**src/ssca_ram.sv**
```systemverilog
`default_nettype none

module ssca_ram #(
    parameter int WIDTH = 8,
    parameter int DEPTH = 256
) (
    input  wire logic                     clk,
    input  wire logic                     we,
    input  wire logic [$clog2(DEPTH)-1:0] waddr,
    input  wire logic [WIDTH-1:0]         wdata,
    input  wire logic [$clog2(DEPTH)-1:0] raddr,
    output      logic [WIDTH-1:0]         rdata
);

    logic [WIDTH-1:0] mem [DEPTH];

    always_ff @(posedge clk)
    begin
        if (we)
            mem[waddr] <= wdata;
        rdata <= mem[raddr];
    end

endmodule

`default_nettype wire

```
**config.mk**
```make
export PLATFORM = sky130hd
export DESIGN_NAME = ssca_ram
export DESIGN_NICKNAME = d
export VERILOG_FILES = /design/src/ssca_ram.sv
export SDC_FILE = /design/constraint.sdc
export NUM_CORES = 2
export LEC_CHECK = 0
export BUFFER_PORTS_ARGS = -buffer_cell sky130_fd_sc_hd__clkbuf_2
export CAP_MARGIN = 25
export CORE_MARGIN = 1
export CORE_UTILIZATION = 50
export CTS_CLUSTER_SIZE = 28
export DETAILED_ROUTE_END_ITERATION = 10
export PLACE_DENSITY = 0.64
export SETUP_SLACK_MARGIN = 0.02
export SYNTH_ARGS = -nofsm -noshare
export SYNTH_HDL_FRONTEND = slang
export SYNTH_SLANG_ARGS = --single-unit
```
**constraint.sdc**
```tcl
create_clock -name clk -period 4 [get_ports clk]
set_clock_uncertainty 0.2 [all_clocks]
set_input_delay 0.6 -clock clk [delete_from_list [all_inputs] [get_ports clk]]
set_output_delay 0.6 -clock clk [all_outputs]
set_load 0.05 [all_outputs]
```
==> reports/qor.yml <==
grt:
  grt_pass1_vias: 40085
  antenna_found_initial: 6
  grt_pass1_wl_mm: 285
  grt_usage_pct: 24.7
  grt_max_degree: 117
  grt-ovfl-total: 0
final_layout:
  drive_gt1_share_pct: 28.8
  post-route-util_pct: 57.9
  area_growth_pct: 15.1
  nNetsFinal: 4236
  fin_area_mm2: 0.0916
clock_tree:
  cts_hold_buf: 1
  clockRootBuffer: "clkbuf_16"
  post_cts_resized: 0
  worstSkewPairLatency_ns: 0.84
  cts_setup_buffers: 0
  cts_htree_levels: 4
  cts_tree: "built"
  numCtsBuffers: 202
  clkTransAtPathRegs_ns: 0.06
  clockBufferDepth: 3
  cts.sinks: 2056
detailed_routing:
  drt_iter0_drc: 4297
  drtPass1Iterations: 6
  vias: 40032
  wl_per_cell_um: 30.5
  drc: 0
  ant_nets: 0
  routed_wl_mm: 197
  via_per_inst: 6.20
power:
  ir_drop_mv: 0.468
  p_leak_uw: 0.0292
  p_comb_share_pct: 5.2
  power.density_mw_per_mm2: 489
  switching_power_uw: 9530
  switching_share_pct: 21.3
  p_clk_share_pct: 41.7
  p_int_uw: 35200
  seq_power_share_pct: 53.2
sta:
  relSlewSlack_pct: 18.9
  finalMaxSlewViolations: 0
  setup_viol: 0
  clock.fmax_ghz: 0.298
  rsz0062_at_grt: "false"
  timing.final.crit_share_pct: 83.9
  hold_viol: 0
  setup_ws_ns: 0.643
  worst_hold_slack_ns: 0.0628
  fin_crit_ns: 3.36
  max_slew.worst_pin.slew_ns: 1.21
worst_setup_path:
  arrival_ns: 3.82
  crit_start: "raddr[1]"
  r2r_end: "rdata[3]"
  crit_path_end: "rdata[3]"
  endpoint_kind: "register"
  r2r-start: "mem[211][3]"
  rr_worst_depth: 6
  criticalPathCategory: "primary input to register"
  r2r_slack_ns: 0.80
  startpoint_type: "primary input"
  worstPathRequired_ns: 4.46
  cp_max_fo: 60
synthesis:
  ys_seq_elements: 2056
  yosysUniqueCellTypes: 55
  synth_top_flop_cell: "edfxtp_1"
  async_reset_ff_share_pct: 0
  avgSynthCellArea_um2: 21.3
  syn-num-nets: 3759
  synth-edff-count: 2048
  yosys_warnings: 0
  seq_area_frac_synth_pct: 77.5
  syn_area_mm2: 0.0796
  synthCells: 3733
flow_run:
  maxCapViolations: 0
placed_design:
  port_buffers: 33
  dp_slack_ns: -0.103
  place_congestion: 0.871
  hpwl_mm: 125
  place_area_mm2: 0.0851
floorplan:
  fp.dieW_um: 401
  rows: 146
  dieArea_mm2: 0.161
  die_y_um: 401
  design.core.area_mm2: 0.158
  start_util_pct: 50.3
  io_pins: 34
hold_path:
  hold_path_class: "primary input to register"
status:
  status: "complete, no violations"
==> how the worst min path moves through the flow <==
| stage | start | endpoint | slack (ns) | cells after the start |
|---|---|---|---|---|
| floorplan | wdata[0] | mem[0][0] | 0.50 | 0 |
| global placement | wdata[0] | mem[76][0] | 0.88 | 1 |
| detailed placement | wdata[0] | mem[74][0] | 0.89 | 1 |
| CTS | wdata[5] | mem[89][5] | 0.02 | 1 |
| global route | wdata[5] | mem[78][5] | 0.07 | 1 |
| finish | wdata[5] | mem[76][5] | 0.06 | 1 |
==> kinds of logic after synthesis <==
kind of cell / after synthesis / synth area share [%]
flops: 2056 / 77.5
simple gates: 466 / 2.63
mux: 591 / 14.6
compound gates: 385 / 3.42
buf+inv: 235 / 1.83
==> critical path: stages <==
cell,delay (ns)
buf_8,0.50
buf_4,0.34
buf_4,0.30
mux4_2,0.37
a22oi_1,0.33
a21oi_1,0.18
nor3_1,0.99
nor4_1,0.13
==> layout by cell type (no fill, tap or decap), types with 8 or more instances in the layout <==
cell type  netlist  layout
a211oi_1        16      16
a21oi_1         96      96
a221oi_1        13      13
a22o_1           8       8
a22oi_1        133     133
buf_12           8      39
buf_4           27     434
buf_8           13      10
bufinv_16        0      18
clkbuf_1       111      45
clkbuf_16        0     207
clkbuf_2         0      21
clkinv_1         1      49
clkinv_2         0      34
dfxtp_1          8       8
diode_2          0       9
edfxtp_1      2048    2048
mux2i_1        134     134
mux4_2         454     454
nand2_1         33      33
nand2b_1         8       8
nand3_1         34      34
nand4_1         10      10
nor2_1         282     279
nor2b_1         31      28
nor3_1          22      22
nor4_1          24      21
o211ai_1        10      10
o21ai_0         10      10
o221ai_1        46      46
o22ai_1         28      28
==> final cells by class <==
class                      instances  area, µm²
fill                           11418      66600
tap                             2072       2590
timing repair buffer             506       4310
multi-input combinational       1442      16500
sequential                      2056      61700
antenna                            9       22.5
clock inverter                   119       1140
clock buffer                     252       5350
inverter                           2       7.51
==> metal layers <==
metal	up-vias	track usage (%)	share of wire, %
li1	16676	-	-
met1	21292	35.8	41
met2	1751	38.6	48
met3	301	4.93	8.7
met4	12	6.57	2.4
met5	-	0	0.041
==> per-stage QoR <==
| step | power [µW] | setup TNS, ns | std cells |
|---|---|---|---|
| after floorplan | 25400 | 0 | 3733 |
| after global placement | 26500 | -2.82 | 6073 |
| after detailed placement | 26600 | -0.192 | 6077 |
| after CTS | 45000 | 0 | 6449 |
| after global routing | 45900 | 0 | 6449 |
| final | 44800 | 0 | 6458 |
==> cell usage after synthesis, types with 27 or more instances <==
master	number	area share, %
a21oi_1	96	0.60
edfxtp_1	2048	77
buf_4	27	0.25
clkbuf_1	111	0.52
nand2_1	33	0.16
buf_2	31	0.20
nor2b_1	31	0.24
nand3_1	34	0.21
a22oi_1	133	1.3
o22ai_1	28	0.22
o221ai_1	46	0.51
mux2i_1	134	1.7
nor2_1	282	1.3
mux4_2	454	13
==> power by group through the flow <==
stage / clock network [µW] / registers (µW) / logic [µW]
2_1_floorplan: 0 / 24300 / 1150
3_3_place_gp: 0 / 24200 / 2290
3_5_place_dp: 0 / 24200 / 2330
4_1_cts: 18900 / 23800 / 2330
5_1_grt: 19700 / 23800 / 2440
6_report: 18600 / 23800 / 2320
==> flip-flops by register name (all words and copies together), names as in the netlist <==
name	cells
rdata	8
mem	2048
No activity file was read; power rests on OpenSTA's default activity.
